[src/design/indexed_ordered_list_top_defines.svh]
// Assertion macros shared by the ordered list engine.
`ifndef INDEXED_ORDERED_LIST_TOP_DEFINES_SVH
`define INDEXED_ORDERED_LIST_TOP_DEFINES_SVH

// Checked on every rising edge once reset has been released.
`define IOL_ASSERT(label, prop, msg) \
  label: assert property (@(posedge clk_i) disable iff (!rst_ni) prop) else $error(msg);

// Checked on every rising edge, during reset too.
`define IOL_ASSERT_ALWAYS(label, prop, msg) \
  label: assert property (@(posedge clk_i) prop) else $error(msg);

`endif

[src/design/iol_pkg.sv]
// Package with the types, codes and widths of the ordered list engine.
`timescale 1ns / 1ps
`default_nettype none

package iol_pkg;

  localparam int CAPACITY_DEF    = 256;
  localparam int VALUE_WIDTH_DEF = 32;

  localparam int OP_W     = 3;
  localparam int POS_W    = 9;
  localparam int ITEM_W   = 32;
  localparam int FPOS_W   = 8;
  localparam int STATUS_W = 2;
  localparam int CNT_W    = 9;
  localparam int WIDE_W   = 64;

  localparam logic [OP_W-1:0] OP_GET    = 3'd0;
  localparam logic [OP_W-1:0] OP_SET    = 3'd1;
  localparam logic [OP_W-1:0] OP_INSERT = 3'd2;
  localparam logic [OP_W-1:0] OP_REMOVE = 3'd3;
  localparam logic [OP_W-1:0] OP_FIND   = 3'd4;
  localparam logic [OP_W-1:0] OP_CLEAR  = 3'd5;

  localparam logic [STATUS_W-1:0] ST_OK    = 2'd0;
  localparam logic [STATUS_W-1:0] ST_RANGE = 2'd1;
  localparam logic [STATUS_W-1:0] ST_FULL  = 2'd2;

  typedef enum logic [2:0] {
    S_IDLE,
    S_GET_WAIT,
    S_INS_SHIFT,
    S_INS_PUT,
    S_REM_SHIFT,
    S_FIND,
    S_DONE
  } state_e;

  typedef struct packed {
    logic rd_en;
    logic wr_en;
  } mem_ctl_t;

endpackage

`default_nettype wire

[src/design/iol_ctrl.sv]
// Sequencer that reads, shifts and searches the entry memory and holds the result word.
`timescale 1ns / 1ps
`default_nettype none
`include "indexed_ordered_list_top_defines.svh"

module iol_ctrl
  import iol_pkg::*;
#(
  parameter int CAPACITY    = CAPACITY_DEF,
  parameter int VALUE_WIDTH = VALUE_WIDTH_DEF,
  localparam int AW = $clog2(CAPACITY),
  localparam int CW = $clog2(CAPACITY + 1)
) (
  input  wire logic                   clk_i,
  input  wire logic                   rst_ni,
  input  wire logic                   in_valid_i,
  output logic                        in_stall_o,
  input  wire logic [OP_W-1:0]        op_i,
  input  wire logic [POS_W-1:0]       position_i,
  input  wire logic [ITEM_W-1:0]      item_value_i,
  output logic                        out_valid_o,
  input  wire logic                   out_stall_i,
  output logic      [ITEM_W-1:0]      read_value_o,
  output logic                        found_o,
  output logic      [FPOS_W-1:0]      found_position_o,
  output logic      [STATUS_W-1:0]    status_o,
  output logic      [CNT_W-1:0]       entry_count_o,
  output mem_ctl_t                    mem_ctl_o,
  output logic      [AW-1:0]          mem_raddr_o,
  output logic      [AW-1:0]          mem_waddr_o,
  output logic      [VALUE_WIDTH-1:0] mem_wdata_o,
  input  wire logic [VALUE_WIDTH-1:0] mem_rdata_i
);

  localparam int PW = (CW > POS_W) ? CW : POS_W;

  state_e state_q, state_d;
  logic [CW-1:0]          count_q, count_d;
  logic [CW-1:0]          pos_q, pos_d;
  logic [CW-1:0]          idx_q, idx_d;
  logic [VALUE_WIDTH-1:0] val_q, val_d;
  logic                   pend_q, pend_d;
  logic [AW-1:0]          pend_addr_q, pend_addr_d;
  logic                   first_q, first_d;
  logic [VALUE_WIDTH-1:0] rd_q, rd_d;
  logic                   fnd_q, fnd_d;
  logic [AW-1:0]          fpos_q, fpos_d;
  logic [STATUS_W-1:0]    st_q, st_d;

  logic                   out_valid_q, out_valid_d;
  logic [ITEM_W-1:0]      out_rd_q;
  logic                   out_fnd_q;
  logic [FPOS_W-1:0]      out_fpos_q;
  logic [STATUS_W-1:0]    out_st_q;
  logic [CNT_W-1:0]       out_cnt_q;
  logic                   load_out;

  logic [PW-1:0]          pos_ext;
  logic [PW-1:0]          cnt_ext;
  logic                   pos_lt_cnt;
  logic                   pos_le_cnt;
  logic [CW-1:0]          pos_cw;
  logic [WIDE_W-1:0]      item_wide;
  logic [VALUE_WIDTH-1:0] val_in;
  logic [CW-1:0]          idx_m1;
  logic [WIDE_W-1:0]      rd_wide;
  logic [WIDE_W-1:0]      fpos_wide;
  logic [WIDE_W-1:0]      cnt_wide;

  assign pos_ext    = PW'(position_i);
  assign cnt_ext    = PW'(count_q);
  assign pos_lt_cnt = pos_ext < cnt_ext;
  assign pos_le_cnt = pos_ext <= cnt_ext;
  assign pos_cw     = CW'(position_i);
  assign item_wide  = {{(WIDE_W - ITEM_W){1'b0}}, item_value_i};
  assign val_in     = item_wide[VALUE_WIDTH-1:0];
  assign idx_m1     = idx_q - CW'(1);
  assign rd_wide    = WIDE_W'(rd_q);
  assign fpos_wide  = WIDE_W'(fpos_q);
  assign cnt_wide   = WIDE_W'(count_q);

  always_ff @(posedge clk_i or negedge rst_ni) begin
    if (!rst_ni) begin
      state_q     <= S_IDLE;
      count_q     <= '0;
      pend_q      <= 1'b0;
      first_q     <= 1'b0;
      out_valid_q <= 1'b0;
    end else begin
      state_q     <= state_d;
      count_q     <= count_d;
      pend_q      <= pend_d;
      first_q     <= first_d;
      out_valid_q <= out_valid_d;
    end
  end

  always_ff @(posedge clk_i) begin
    pos_q       <= pos_d;
    idx_q       <= idx_d;
    val_q       <= val_d;
    pend_addr_q <= pend_addr_d;
    rd_q        <= rd_d;
    fnd_q       <= fnd_d;
    fpos_q      <= fpos_d;
    st_q        <= st_d;
    if (load_out) begin
      out_rd_q   <= rd_wide[ITEM_W-1:0];
      out_fnd_q  <= fnd_q;
      out_fpos_q <= fpos_wide[FPOS_W-1:0];
      out_st_q   <= st_q;
      out_cnt_q  <= cnt_wide[CNT_W-1:0];
    end
  end

  always_comb begin
    state_d     = state_q;
    count_d     = count_q;
    pos_d       = pos_q;
    idx_d       = idx_q;
    val_d       = val_q;
    pend_d      = pend_q;
    pend_addr_d = pend_addr_q;
    first_d     = first_q;
    rd_d        = rd_q;
    fnd_d       = fnd_q;
    fpos_d      = fpos_q;
    st_d        = st_q;
    load_out    = 1'b0;
    mem_ctl_o   = '0;
    mem_raddr_o = idx_q[AW-1:0];
    mem_waddr_o = pend_addr_q;
    mem_wdata_o = mem_rdata_i;

    unique case (state_q)
      S_IDLE: begin
        if (in_valid_i) begin
          rd_d    = '0;
          fnd_d   = 1'b0;
          fpos_d  = '0;
          st_d    = ST_OK;
          pos_d   = pos_cw;
          val_d   = val_in;
          pend_d  = 1'b0;
          first_d = 1'b0;
          state_d = S_DONE;
          unique case (op_i)
            OP_GET: begin
              if (pos_lt_cnt) begin
                mem_ctl_o.rd_en = 1'b1;
                mem_raddr_o     = pos_cw[AW-1:0];
                state_d         = S_GET_WAIT;
              end else begin
                st_d = ST_RANGE;
              end
            end
            OP_SET: begin
              if (pos_lt_cnt) begin
                mem_ctl_o.wr_en = 1'b1;
                mem_waddr_o     = pos_cw[AW-1:0];
                mem_wdata_o     = val_in;
              end else begin
                st_d = ST_RANGE;
              end
            end
            OP_INSERT: begin
              if (!pos_le_cnt) begin
                st_d = ST_RANGE;
              end else if (count_q == CW'(CAPACITY)) begin
                st_d = ST_FULL;
              end else begin
                idx_d   = count_q;
                state_d = S_INS_SHIFT;
              end
            end
            OP_REMOVE: begin
              if (pos_lt_cnt) begin
                mem_ctl_o.rd_en = 1'b1;
                mem_raddr_o     = pos_cw[AW-1:0];
                idx_d           = pos_cw + CW'(1);
                first_d         = 1'b1;
                state_d         = S_REM_SHIFT;
              end else begin
                st_d = ST_RANGE;
              end
            end
            OP_FIND: begin
              idx_d   = '0;
              state_d = S_FIND;
            end
            OP_CLEAR: begin
              count_d = '0;
            end
            default: begin
            end
          endcase
        end
      end
      S_GET_WAIT: begin
        rd_d    = mem_rdata_i;
        state_d = S_DONE;
      end
      S_INS_SHIFT: begin
        if (pend_q) begin
          mem_ctl_o.wr_en = 1'b1;
        end
        if (idx_q > pos_q) begin
          mem_ctl_o.rd_en = 1'b1;
          mem_raddr_o     = idx_m1[AW-1:0];
          pend_d          = 1'b1;
          pend_addr_d     = idx_q[AW-1:0];
          idx_d           = idx_m1;
        end else begin
          pend_d  = 1'b0;
          state_d = S_INS_PUT;
        end
      end
      S_INS_PUT: begin
        mem_ctl_o.wr_en = 1'b1;
        mem_waddr_o     = pos_q[AW-1:0];
        mem_wdata_o     = val_q;
        count_d         = count_q + CW'(1);
        state_d         = S_DONE;
      end
      S_REM_SHIFT: begin
        if (first_q) begin
          rd_d    = mem_rdata_i;
          first_d = 1'b0;
        end
        if (pend_q) begin
          mem_ctl_o.wr_en = 1'b1;
        end
        if (idx_q < count_q) begin
          mem_ctl_o.rd_en = 1'b1;
          mem_raddr_o     = idx_q[AW-1:0];
          pend_d          = 1'b1;
          pend_addr_d     = idx_m1[AW-1:0];
          idx_d           = idx_q + CW'(1);
        end else begin
          pend_d  = 1'b0;
          count_d = count_q - CW'(1);
          state_d = S_DONE;
        end
      end
      S_FIND: begin
        if (pend_q && (mem_rdata_i == val_q)) begin
          fnd_d   = 1'b1;
          fpos_d  = pend_addr_q;
          pend_d  = 1'b0;
          state_d = S_DONE;
        end else if (idx_q < count_q) begin
          mem_ctl_o.rd_en = 1'b1;
          mem_raddr_o     = idx_q[AW-1:0];
          pend_d          = 1'b1;
          pend_addr_d     = idx_q[AW-1:0];
          idx_d           = idx_q + CW'(1);
        end else begin
          pend_d  = 1'b0;
          state_d = S_DONE;
        end
      end
      S_DONE: begin
        if (!out_valid_q || !out_stall_i) begin
          load_out = 1'b1;
          state_d  = S_IDLE;
        end
      end
      default: begin
        state_d = S_IDLE;
      end
    endcase
  end

  always_comb begin
    out_valid_d = out_valid_q;
    if (load_out) begin
      out_valid_d = 1'b1;
    end else if (out_valid_q && !out_stall_i) begin
      out_valid_d = 1'b0;
    end
  end

  assign in_stall_o       = (state_q != S_IDLE);
  assign out_valid_o      = out_valid_q;
  assign read_value_o     = out_rd_q;
  assign found_o          = out_fnd_q;
  assign found_position_o = out_fpos_q;
  assign status_o         = out_st_q;
  assign entry_count_o    = out_cnt_q;

  `IOL_ASSERT(a_count_bound, (count_q <= CW'(CAPACITY)), "entry count beyond capacity")
  `IOL_ASSERT(a_no_rw_clash, ((mem_ctl_o.rd_en && mem_ctl_o.wr_en) |-> (mem_raddr_o != mem_waddr_o)), "read and write hit the same entry")
  `IOL_ASSERT(a_write_in_list, (mem_ctl_o.wr_en |-> (CW'(mem_waddr_o) <= count_q)), "write beyond the end of the list")
  `IOL_ASSERT(a_find_keeps_count, ((state_q == S_FIND) |=> $stable(count_q)), "search changed the entry count")
  `IOL_ASSERT(a_idle_holds, ((state_q == S_IDLE && !in_valid_i) |=> (state_q == S_IDLE)), "left idle without a word")

endmodule

`default_nettype wire
[config.mk]
export PLATFORM = sky130hd
export DESIGN_NAME = iol_ctrl
export DESIGN_NICKNAME = d
export VERILOG_FILES = /design/src/design/iol_pkg.sv /design/src/design/iol_ctrl.sv
export VERILOG_INCLUDE_DIRS = /design/src /design/src/design
export SDC_FILE = /design/constraint.sdc
export NUM_CORES = 1
export LEC_CHECK = 0
export BUFFER_PORTS_ARGS = -buffer_cell sky130_fd_sc_hd__buf_2
export CAP_MARGIN = 20
export CORE_MARGIN = 1
export CORE_UTILIZATION = 50
export DETAILED_ROUTE_END_ITERATION = 8
export MAX_ROUTING_LAYER = met4
export PLACE_DENSITY = 0.77
export REMOVE_ABC_BUFFERS = 1
export SLEW_MARGIN = 10
export SYNTH_ARGS = -nofsm -noshare
export SYNTH_HDL_FRONTEND = slang
export SYNTH_SLANG_ARGS = --single-unit
[constraint.sdc]
create_clock -name clk_i -period 4.9 [get_ports clk_i]
set_input_delay 0.98 -clock clk_i [delete_from_list [all_inputs] [get_ports clk_i]]
set_output_delay 0.98 -clock clk_i [all_outputs]
set_load 0.02 [all_outputs]
# After elaboration in Yosys (flattened, before gate mapping)
# Cells that the tools add are included.
dict set report classes {
  order_cmp 4
  reduce_logical 28
  addsub 5
  n_eq_ne 28
  muxes 73
}
# operator count
set ops {}
lappend ops {{$mux 32} 5}
lappend ops {{$mux 8} 13}
lappend ops {{$pmux 32 s3} 1}
lappend ops {{$mux 9} 10}
lappend ops {{$pmux 32 s2} 1}
lappend ops {{$pmux 9 s3} 2}
lappend ops {{$pmux 8 s2} 3}
lappend ops {{$pmux 9 s4} 1}
lappend ops {{$eq 32x32->1} 1}
lappend ops {{$add 9x1->9 const B} 3}
lappend ops {{$mux 3} 8}
lappend ops {{$pmux 8 s3} 1}
lappend ops {{$ne 2x2->1 const B} 10}
lappend ops {{$lt 9x9->1} 2}
lappend ops {{$pmux 3 s6} 1}
lappend ops {{$sub 9x1->9 const B} 2}
lappend ops {{$mux 1} 16}
lappend ops {{$eq 3x3->1 const B} 5}
lappend ops {{$eq 3x2->1 const B} 4}
lappend ops {{$pmux 3 s4} 1}
lappend ops {{$reduce_bool 3->1} 4}
lappend ops {{$eq 9x9->1 const B} 1}
lappend ops {{$gt 9x9->1} 1}
lappend ops {{$le 9x9->1} 1}
lappend ops {{22 further kinds} 41}
dict set report word_totals {
  regBits 168
  out_inout_bits 104
  input_bits 80
  word_cells 156
}

# Logic depth before layout (Yosys ltp)
# Gate-level depths: netlist of run 1.
dict set report logic_depth {
  word_depth 6
  mapped_depth 12
  ltp_nobuf 11
}

# Worst setup path after synthesis of run 1
# No wires, ideal clock.
dict set report synth_timing {
  kind {input port to flip-flop}
  start {input out_stall_i}
  end {register out_cnt_q[0] (netlist: entry_count_o[0]) (enable)}
  n_path_buf 0
  stages 2
  slack_ns -0.478
  required_time_ns 4.363
  setup_ns 0.537
  arrival_ns 4.841
  path_cell_list {nand2_1 -> nor3b_1}
}
dict set report synth_via {
  elab_chain_len 4
}
# element line_no
set synth_rtl {}
lappend synth_rtl {{start, declared} iol_ctrl.sv:22} ;# input wire logic out_stall_i,
lappend synth_rtl {{$logic_not 1->1} iol_ctrl.sv:263} ;# if (!out_valid_q || !out_stall_i) begin
lappend synth_rtl {{$logic_or 1x1->1} iol_ctrl.sv:263}
lappend synth_rtl {{$mux 1} iol_ctrl.sv:263}
lappend synth_rtl {{$mux 1} iol_ctrl.sv:135} ;# unique case (state_q)
lappend synth_rtl {{via load_out} iol_ctrl.sv:56} ;# logic load_out;
lappend synth_rtl {{end signal, assigned} iol_ctrl.sv:112} ;# out_cnt_q <= cnt_wide[CNT_W-1:0];
lappend synth_rtl {{end, declared} iol_ctrl.sv:55} ;# logic [CNT_W-1:0] out_cnt_q;
# The timed path passes the listed nets, and every way through them passes these cells.
# A chain may end at the register's enable or synchronous reset.

==> flow_metrics.tcl, run 1 <==
set metrics [dict create \
    status "finished, final reports clean" \
    post-synth-top-area-fraction_pct 51.32 \
    r2r_cells 12 \
    peakVddDrop_v 0.0002981 \
    worst_pin_slew_ps 1042 \
    r2r-end "cnt_ext[8]" \
    clock_sinks 168 \
    grt_max_degree 45 \
    layout-area-overhead-vs-synth_pct 20.15 \
    leakagePower_nw 4.378 \
    hp-start "rd_q[20]" \
    htree_levels 4 \
    fillers 1420 \
    die_h_um 135.8 \
    cts-resized-gates 0 \
    ios 184 \
    setup_viol 0 \
    drt-initial-drc-count 720 \
    grt_pass1_vias 6372 \
    cp_max_fo 3 \
    via_per_inst 5.757 \
    grt-ovfl-total 0 \
    ys_top_cells_by_area "edfxtp_1, ha_1, nand2_1" \
    drc 0 \
    die-area_um2 18440 \
    antenna_found_initial 0 \
    grt_pass1_wl_um 34890 \
    period_share_pct 93.39 \
    avgSynthCellArea_um2 11.60 \
    endpoint_kind "primary output" \
    fin_cells 1193 \
    place_ws_ps 335.6 \
    diodes 0 \
    cts_setup_buffers 0 \
    place.gp.congestion 0.9456 \
    cts_buffer_depth 2 \
    hold_viol 0 \
    fin_hold_ws_ps 413.8 \
    synth_most_common_cell "edfxtp_1" \
    holdPathEnd "read_value_o[20]" \
    drv_slew 0 \
    ant_nets 0 \
    clkTransAtPathRegs_ps 60 \
    power.density_nw_per_um2 630.7 \
    ys.flop_type "edfxtp_1" \
    vias 6868 \
    wire_per_inst_um 19.28 \
    crit_type "in2out" \
    ys_warn_count 0 \
    finalCriticalPeriod_ps 4576 \
    start_util_pct 51.40 \
    row_count 48 \
    fin_nets 1073 \
    syn_area_um2 8952 \
    layout_setup_ws_ps 323.7 \
    clkLatencyLatePin_ps 420 \
    maxCapViolCount 0 \
    synthArstFlopShare_pct 8.929 \
    synth.yosys.seq_area_share_pct 55.51 \
    rsz0062_at_grt "no" \
    die_w_um 135.8 \
    drt_wl_total_um 23000 \
    worstPathRequired_ps 3920 \
    fp.coreArea_um2 17420 \
    hold_class "reg2reg" \
    r2r_setup_slack_ps 1250 \
    cp-start-kind "primary input" \
    yosys-top-cells-count "edfxtp_1, nand2_1, nor2_1" \
    cts_root_buffer "clkbuf_16" \
    numCtsBuffers 17 \
    netlist_instances 772 \
    drive_gt1_share_pct 29.13 \
    arrival_ps 3600 \
    rr_startpoint "state_q[1]" \
    synth.distinct_cells 64 \
    numPortBuffers 183 \
    finClkSkew_ps 7.370 \
    holdPathStages 0 \
    dp.cells 1161 \
    fmax_mhz 218.5 \
    cts_tree "done" \
    yosysTopAreaCell "edfxtp_1" \
    track_usage_pct 26.18 \
    slew_headroom_pct 30.35 \
    synth_edf_count 153 \
    drt_first_pass_iters 5 \
    cts_hold_buffers 0 \
    ys_ff_latch 168 \
    dp_hpwl_um 16710 \
]
-- cell type report --
| class | instances | area (um^2) | share of cell area [%] |
|---|---|---|---|
| flip-flops and latches | 168 | 4970 | 46.20 |
| multi-input cells | 535 | 3672 | 34.14 |
| repair buffers | 204 | 1086 | 10.10 |
| clock buffers | 17 | 425.4 | 3.955 |
| well taps | 225 | 281.5 | 2.617 |
| clock inverters | 14 | 209.0 | 1.943 |
| inverters | 30 | 112.6 | 1.047 |
-- through the flow --
| stage | utilization (%) | TNS, ps | power [mW] | area (um^2) |
|---|---|---|---|---|
| final | 61.76 | 0 | 6.784 | 10760 |
| after global placement | 58.00 | 0 | 5.271 | 10100 |
| after detailed placement | 58.00 | 0 | 5.342 | 10100 |
| after floorplan | - | -27740 | 4.321 | 8723 |
| after global routing | 61.76 | 0 | 7.167 | 10760 |
| after CTS | 61.65 | 0 | 6.788 | 10740 |
-- where the power goes --
group / internal, mW / leakage (nW) / switching, mW
Clock: 0.867 / 0.313 / 0.575
Sequential: 2.21 / 1.62 / 0.263
Combinational: 0.990 / 2.44 / 1.88
-- metal layers --
layer / share of wire, % / vias to the layer above / track usage, %
met1: 42 / 3253 / 33.69
met5: 0 / - / -
met4: 2.1 / 0 / 9.301
li1: - / 3238 / -
met3: 7.7 / 39 / 4.922
met2: 48 / 338 / 41.38
-- sequential cells by signal, indices dropped and copies added (netlist names) --
register          flops
status_o              2
first_q               1
cnt_ext               9
st_q                  2
idx_q                 9
rd_q                 32
pend_q                1
fnd_q                 1
pend_addr_q           8
out_valid_o           1
found_position_o      8
found_o               1
fpos_q                8
entry_count_o         9
read_value_o         32
val_q                32
pos_q                 9
state_q               3
-- critical path, cell delays in order --
cell     delay, ps
buf_2          110
xor2_1         150
nor4_1         680
nand4_1        170
nor4_1         540
nor3b_1        160
nor3_1         320
o21ai_0        260
buf_2          220
-- cell families (layout without fill, tap and decap cells) --
family          Yosys count  in the layout  synth area share, %
fa+ha+maj                37             37                5.255
simple gates            284            284                15.82
xor+xnor                 56             56                5.479
mux                       4              4               0.4752
flops                   168            168                55.51
buf+inv                  69            265                3.816
compound gates          154            154                13.64
-- worst max-delay path by stage --
stage	startpoint	end	depth (start not counted)
after floorplan	out_stall_i	entry_count_o[0]	2
after CTS	mem_rdata_i[29]	mem_ctl_o[1]	9
after global routing	mem_rdata_i[29]	mem_ctl_o[1]	9
after global placement	mem_rdata_i[29]	mem_ctl_o[1]	9
after detailed placement	mem_rdata_i[29]	mem_ctl_o[1]	9
final	mem_rdata_i[29]	mem_ctl_o[1]	9
-- cells in the final DEF, fill, tap and decap left out, drive strengths merged, types with 5 or more instances in the layout --
master / n
a21oi: 22
a221o: 5
a221oi: 9
a22oi: 47
and2: 34
and3: 15
buf: 204
clkbuf: 17
dfrtp: 15
edfxtp: 153
ha: 36
inv: 37
nand2: 115
nand3: 14
nand4: 6
nor2: 40
nor2b: 5
nor3: 20
nor4: 12
o211ai: 6
o21ai: 28
o221a: 5
o22ai: 7
or3: 10
xnor2: 27
xor2: 29
No activity file was read; power rests on OpenSTA's default activity.
==> run 2: changes to the inputs <==
--- a/config.mk
+++ b/config.mk
@@ -9,11 +9,12 @@
 export BUFFER_PORTS_ARGS = -buffer_cell sky130_fd_sc_hd__buf_2
 export CAP_MARGIN = 20
 export CORE_MARGIN = 1
-export CORE_UTILIZATION = 50
+export CORE_UTILIZATION = 56
 export DETAILED_ROUTE_END_ITERATION = 8
 export MAX_ROUTING_LAYER = met4
-export PLACE_DENSITY = 0.77
+export PLACE_DENSITY = 0.81
 export REMOVE_ABC_BUFFERS = 1
+export SETUP_SLACK_MARGIN = 0.15
 export SLEW_MARGIN = 10
 export SYNTH_ARGS = -nofsm -noshare
 export SYNTH_HDL_FRONTEND = slang
==> constraint.sdc (replaced) <==
create_clock -name clk_i -period 4.5 [get_ports clk_i]
set_input_delay 0.9 -clock clk_i [delete_from_list [all_inputs] [get_ports clk_i]]
set_output_delay 0.9 -clock clk_i [all_outputs]
set_load 0.02 [all_outputs]
==> run 2 against run 1 <==
  * Hold slack lost 28 ps
  * Cell area shrank 0.67%
  * Die area shrank 11%
  * Register-to-register slack lost 330 ps
  * Clock skew grew 4.3 ps
  * Setup slack lost 14 ps
  * Critical path type unchanged
  * Critical endpoint is now mem_raddr_o[5]
  * Total power grew 6.8%
  * First-iteration DRC count shrank 3.9%
==> flow_metrics.tcl, run 2 (synthesis results as in run 1) <==
set metrics [dict create \
    die_w_um 128.4 \
    dp_hpwl_um 16310 \
    maxCapViolCount 0 \
    startpoint "position_i[3]" \
    grt-ovfl-total 0 \
    finClkSkew_ps 11.64 \
    vias 6939 \
    cts_root_buffer "clkbuf_16" \
    rsz0062_at_grt "no" \
    htree_levels 4 \
    track_usage_pct 28.73 \
    crit_chain "buf_2, ha_1, and4_1, a21oi_2, o211ai_4, or3_1, o22ai_4, o21ai_1, a221o_1, buf_2" \
    cp-endpoint "mem_raddr_o[5]" \
    crit_type "in2out" \
    clock_sinks 168 \
    drt_first_pass_iters 6 \
    fillers 1144 \
    hold_class "in2async" \
    leakagePower_nw 4.331 \
    worstPathRequired_ps 3600 \
    power.density_nw_per_um2 678.1 \
    cp_max_fo 8 \
    p_total_mw 7.245 \
    finalInstanceArea_um2 10680 \
    crit_family "compound AO/OA/AOI/OAI gates" \
    worst_pin_slew_ps 886.5 \
    numPortBuffers 183 \
    critPathSlowestCell "or3_1" \
    wire_per_inst_um 19.51 \
    cts-resized-gates 0 \
    layout-area-overhead-vs-synth_pct 19.34 \
    slew_headroom_pct 40.84 \
    cts_hold_buffers 0 \
    numCtsBuffers 17 \
    ios 184 \
    arrival_ps 3290 \
    layout_common_cells "buf_2, edfxtp_1, nand2_1" \
    r2r_setup_slack_ps 920 \
    max_stage_delay_ps 510 \
    antenna_found_initial 0 \
    via_per_inst 5.890 \
    cts_buffer_depth 2 \
    clkLatencyLatePin_ps 430 \
    cp_common_cell "buf_2" \
    cp.depth 10 \
    clkTransAtPathRegs_ps 60 \
    fmax_mhz 238.7 \
    period_share_pct 93.11 \
    hold_viol 0 \
    final_common_cell "buf_2" \
    placed_area_um2 10070 \
    drt_wl_total_um 22990 \
    status "finished, final reports clean" \
    ant_nets 0 \
    critPathBufInv 2 \
    grt_pass1_vias 6304 \
    die-area_um2 16500 \
    peakVddDrop_v 0.0003456 \
    finalCriticalPeriod_ps 4190 \
    cts_tree "done" \
    setup_viol 0 \
    drv_slew 0 \
    r2r_cells 11 \
    start_util_pct 58.03 \
    drive_gt1_share_pct 28.96 \
    endpoint_kind "primary output" \
    diodes 0 \
    rr_startpoint "state_q[1]" \
    row_count 45 \
    grt_max_degree 45 \
    grt_pass1_wl_um 34300 \
    fin_nets 1071 \
    cp-start-kind "primary input" \
    drc 0 \
    r2r-end "cnt_ext[8]" \
    place.gp.congestion 0.9220 \
    fp.coreArea_um2 15430 \
    drt-initial-drc-count 692 \
    die_h_um 128.4 \
    cts_setup_buffers 0 \
]
[run 2: cell count changes in the layout (fill, tap and decap cells not counted), sizes merged, moves of 2 or more]
| cell | change |
|---|---|
| inv | -3 |
| buf | -3 |
| clkinv | +4 |
| bufinv | -3 |
| clkinvlp | +2 |
[run 2: how the worst min path moves through the flow]
stage / to / slack, ps / cells past startpoint
floorplan: found_o / 400 / 0
finish: cnt_ext[0] / 390 / 1
global route: cnt_ext[0] / 400 / 1
global placement: read_value_o[27] / 400 / 0
detailed placement: read_value_o[15] / 400 / 0
CTS: cnt_ext[1] / 380 / 1
[run 2: power breakdown]
group,switching (mW),internal [mW]
logic,2.00,1.07
clock network,0.631,0.776
registers,0.355,2.41
[run 2: final cells by class]
type | count | area, um^2 | area share (%)
multi-input combinational | 536 | 3686 | 34.50
tap | 211 | 264.0 | 2.471
timing repair buffer | 201 | 1076 | 10.07
clock buffer | 18 | 429.2 | 4.017
clock inverter | 14 | 145.1 | 1.358
inverter | 30 | 112.6 | 1.054
sequential | 168 | 4971 | 46.53
[run 2: through the flow]
stage | std cells | hold slack (ps) | setup TNS, ps | setup WS [ps] | util, %
after global placement | 1144 | 400.2 | 0 | 302.0 | 65.29
after floorplan | 733 | 400.3 | -53980 | -798.3 | -
after global routing | 1178 | 399.4 | 0 | 202.9 | 69.25
final | 1178 | 385.5 | 0 | 309.8 | 69.25
after detailed placement | 1144 | 404.5 | 0 | 269.3 | 65.29
after CTS | 1176 | 382.3 | 0 | 202.8 | 69.01
[run 2: metal layers]
layer / track usage, % / vias to the layer above / share of wire, %
met2: 45.69 / 351 / 48
met1: 36.44 / 3310 / 41
met5: - / - / 0
met4: 9.758 / 0 / 2.2
li1: - / 3228 / -
met3: 6.445 / 50 / 8.4
==> run 3: changes to the inputs <==
--- a/config.mk
+++ b/config.mk
@@ -6,6 +6,7 @@
 export SDC_FILE = /design/constraint.sdc
 export NUM_CORES = 1
 export LEC_CHECK = 0
+export ABC_AREA = 1
 export BUFFER_PORTS_ARGS = -buffer_cell sky130_fd_sc_hd__buf_2
 export CAP_MARGIN = 20
 export CORE_MARGIN = 1
==> run 3 against run 2 <==
  * First-iteration DRC count up 12%
  * Sequential share of layout area down 2.7 points
  * Setup slack better by 47 ps
  * Count of clock-buffer cells in the layout unchanged
  * Combinational power up 30%
  * Global-route usage up 3.6 points
  * Clock skew down 2.6 ps
==> flow_metrics.tcl, run 3 <==
set metrics [dict create \
    fp.coreArea_um2 16580 \
    worstPathRequired_ps 3600 \
    rsz0062_at_grt "no" \
    synth_most_common_cell "nand2_1" \
    clock_sinks 168 \
    leakagePower_nw 5.336 \
    startpoint "position_i[4]" \
    crit_chain "buf_2, ha_1, nand2_1, nor2_1, nand3b_1, nand3_4, nor2_4, nand2_4, inv_1, nand2_1, nand3_1, nand3_1, buf_2" \
    rr_startpoint "state_q[0]" \
    endpoint_kind "primary output" \
    cp-start-kind "primary input" \
    period_share_pct 92.07 \
    antenna_found_initial 0 \
    drt-initial-drc-count 774 \
    syn_area_um2 9542 \
    finalSetupTns_ps 0 \
    slew_headroom_pct 43.15 \
    cp_max_fo 18 \
    crit_type "in2out" \
    die_w_um 132.5 \
    die_h_um 132.5 \
    cts_buffer_depth 2 \
    netlist_instances 1098 \
    setup_viol 0 \
    numCtsBuffers 17 \
    ios 184 \
    finClkSkew_ps 9.066 \
    hold_class "in2async" \
    finalCriticalPeriod_ps 4143 \
    worst_pin_slew_ps 851.8 \
    grt_pass1_wl_um 42210 \
    fillers 1344 \
    numPortBuffers 183 \
    drv_slew 0 \
    synth.distinct_cells 45 \
    maxCapViolCount 0 \
    track_usage_pct 32.37 \
    grt_max_degree 42 \
    arrival_ps 3240 \
    ys.flop_type "edfxtp_1" \
    diodes 0 \
    start_util_pct 57.54 \
    yosysTopAreaCell "edfxtp_1" \
    dp_hpwl_um 19430 \
    p_total_mw 8.331 \
    ys_warn_count 0 \
    die-area_um2 17560 \
    post-synth-top-area-fraction_pct 48.15 \
    ys_ff_latch 168 \
    fmax_mhz 241.4 \
    cts_hold_buffers 0 \
    cts_tree "done" \
    layout-area-overhead-vs-synth_pct 18.80 \
    drc 0 \
    clkLatencyLatePin_ps 430 \
    max_stage_delay_ps 470 \
    via_per_inst 5.612 \
    cts_setup_buffers 0 \
    row_count 47 \
    synth_edf_count 153 \
    place.gp.congestion 0.9984 \
    synth.yosys.seq_area_share_pct 52.08 \
    final_common_cell "nand2_1" \
    grt_pass1_vias 8015 \
    power.density_nw_per_um2 734.9 \
    drive_gt1_share_pct 20.20 \
    drt_wl_total_um 26930 \
    vias 8514 \
    layout_common_cells "nand2_1, buf_2, edfxtp_1" \
    yosys-top-cells-count "nand2_1, edfxtp_1, inv_1" \
    hold_viol 0 \
    avgSynthCellArea_um2 8.690 \
    status "finished, final reports clean" \
    synthArstFlopShare_pct 8.929 \
    critPathSlowestCell "inv_1" \
    htree_levels 4 \
    wire_per_inst_um 17.75 \
    drt_first_pass_iters 5 \
    clkTransAtPathRegs_ps 70 \
    cts-resized-gates 0 \
    ys_top_cells_by_area "edfxtp_1, nand2_1, inv_1" \
    cts_root_buffer "clkbuf_16" \
    peakVddDrop_v 0.0004182 \
    grt-ovfl-total 0 \
    fin_nets 1401 \
    ant_nets 0 \
]
run 3: final timing paths:
check	endpoint	cells after the start	slack [ps]
min in group clk_i	read_value_o[1]	0	420
max in group asynchronous	cnt_ext[0]	1	3850
worst max register to register	cnt_ext[5]	11	1260
worst max-delay path	mem_wdata_o[9]	13	360
worst min register to register	read_value_o[1]	0	420
worst min-delay path	out_valid_o	1	380
run 3: per-layer routing:
metal,part of all wire (%),GRT usage [%]
met5,0,-
met1,40,41.82
met2,48,50.76
met3,8.8,4.828
met4,3.1,14.50
run 3: per-stage QoR:
| stage | setup slack, ps | instance area, um^2 | std cells | hold slack [ps] | util, % |
|---|---|---|---|---|---|
| detailed placement | 446.0 | 10720 | 1485 | 404.5 | 64.65 |
| finish | 357.1 | 11340 | 1517 | 375.9 | 68.36 |
| global placement | 537.1 | 10690 | 1484 | 400.4 | 64.49 |
| CTS | 434.1 | 11340 | 1517 | 383.2 | 68.36 |
| global route | 264.5 | 11340 | 1517 | 403.1 | 68.36 |
| floorplan | 426.6 | 9405 | 1072 | 400.3 | - |
run 3: cells by family after synthesis:
logic type	share of synthesized area, %
AOI/OAI and AO/OA	7.724
xor gates and xnor gates	2.387
adders and majority gates	4.930
buffers and inverters	7.605
DFF	52.09
muxes	0.1573
and+or+nand+nor	25.11
run 3: layout make-up:
cell class	instances	area, um^2	area share (%)
tap	220	275.3	2.428
clock inverter	14	185.2	1.634
inverter	157	589.3	5.199
clock buffer	18	429.2	3.786
timing repair buffer	193	1011	8.918
multi-input combinational	747	3876	34.19
sequential	168	4970	43.84
run 3: worst max-delay path, delay by kind of cell:
| kind | cells | cell delay, ps |
|---|---|---|
| adders and majority gates | 1 | 330 |
| and+or+nand+nor | 9 | 1190 |
| buffers and inverters | 3 | 810 |
run 3: power by group:
group	total [mW]	leakage [nW]	switching (mW)	internal, mW
Sequential	2.80	1.64	0.301	2.50
Clock	1.54	0.298	0.653	0.890
Combinational	3.98	3.40	2.80	1.18
Total	8.33	5.34	3.75	4.58
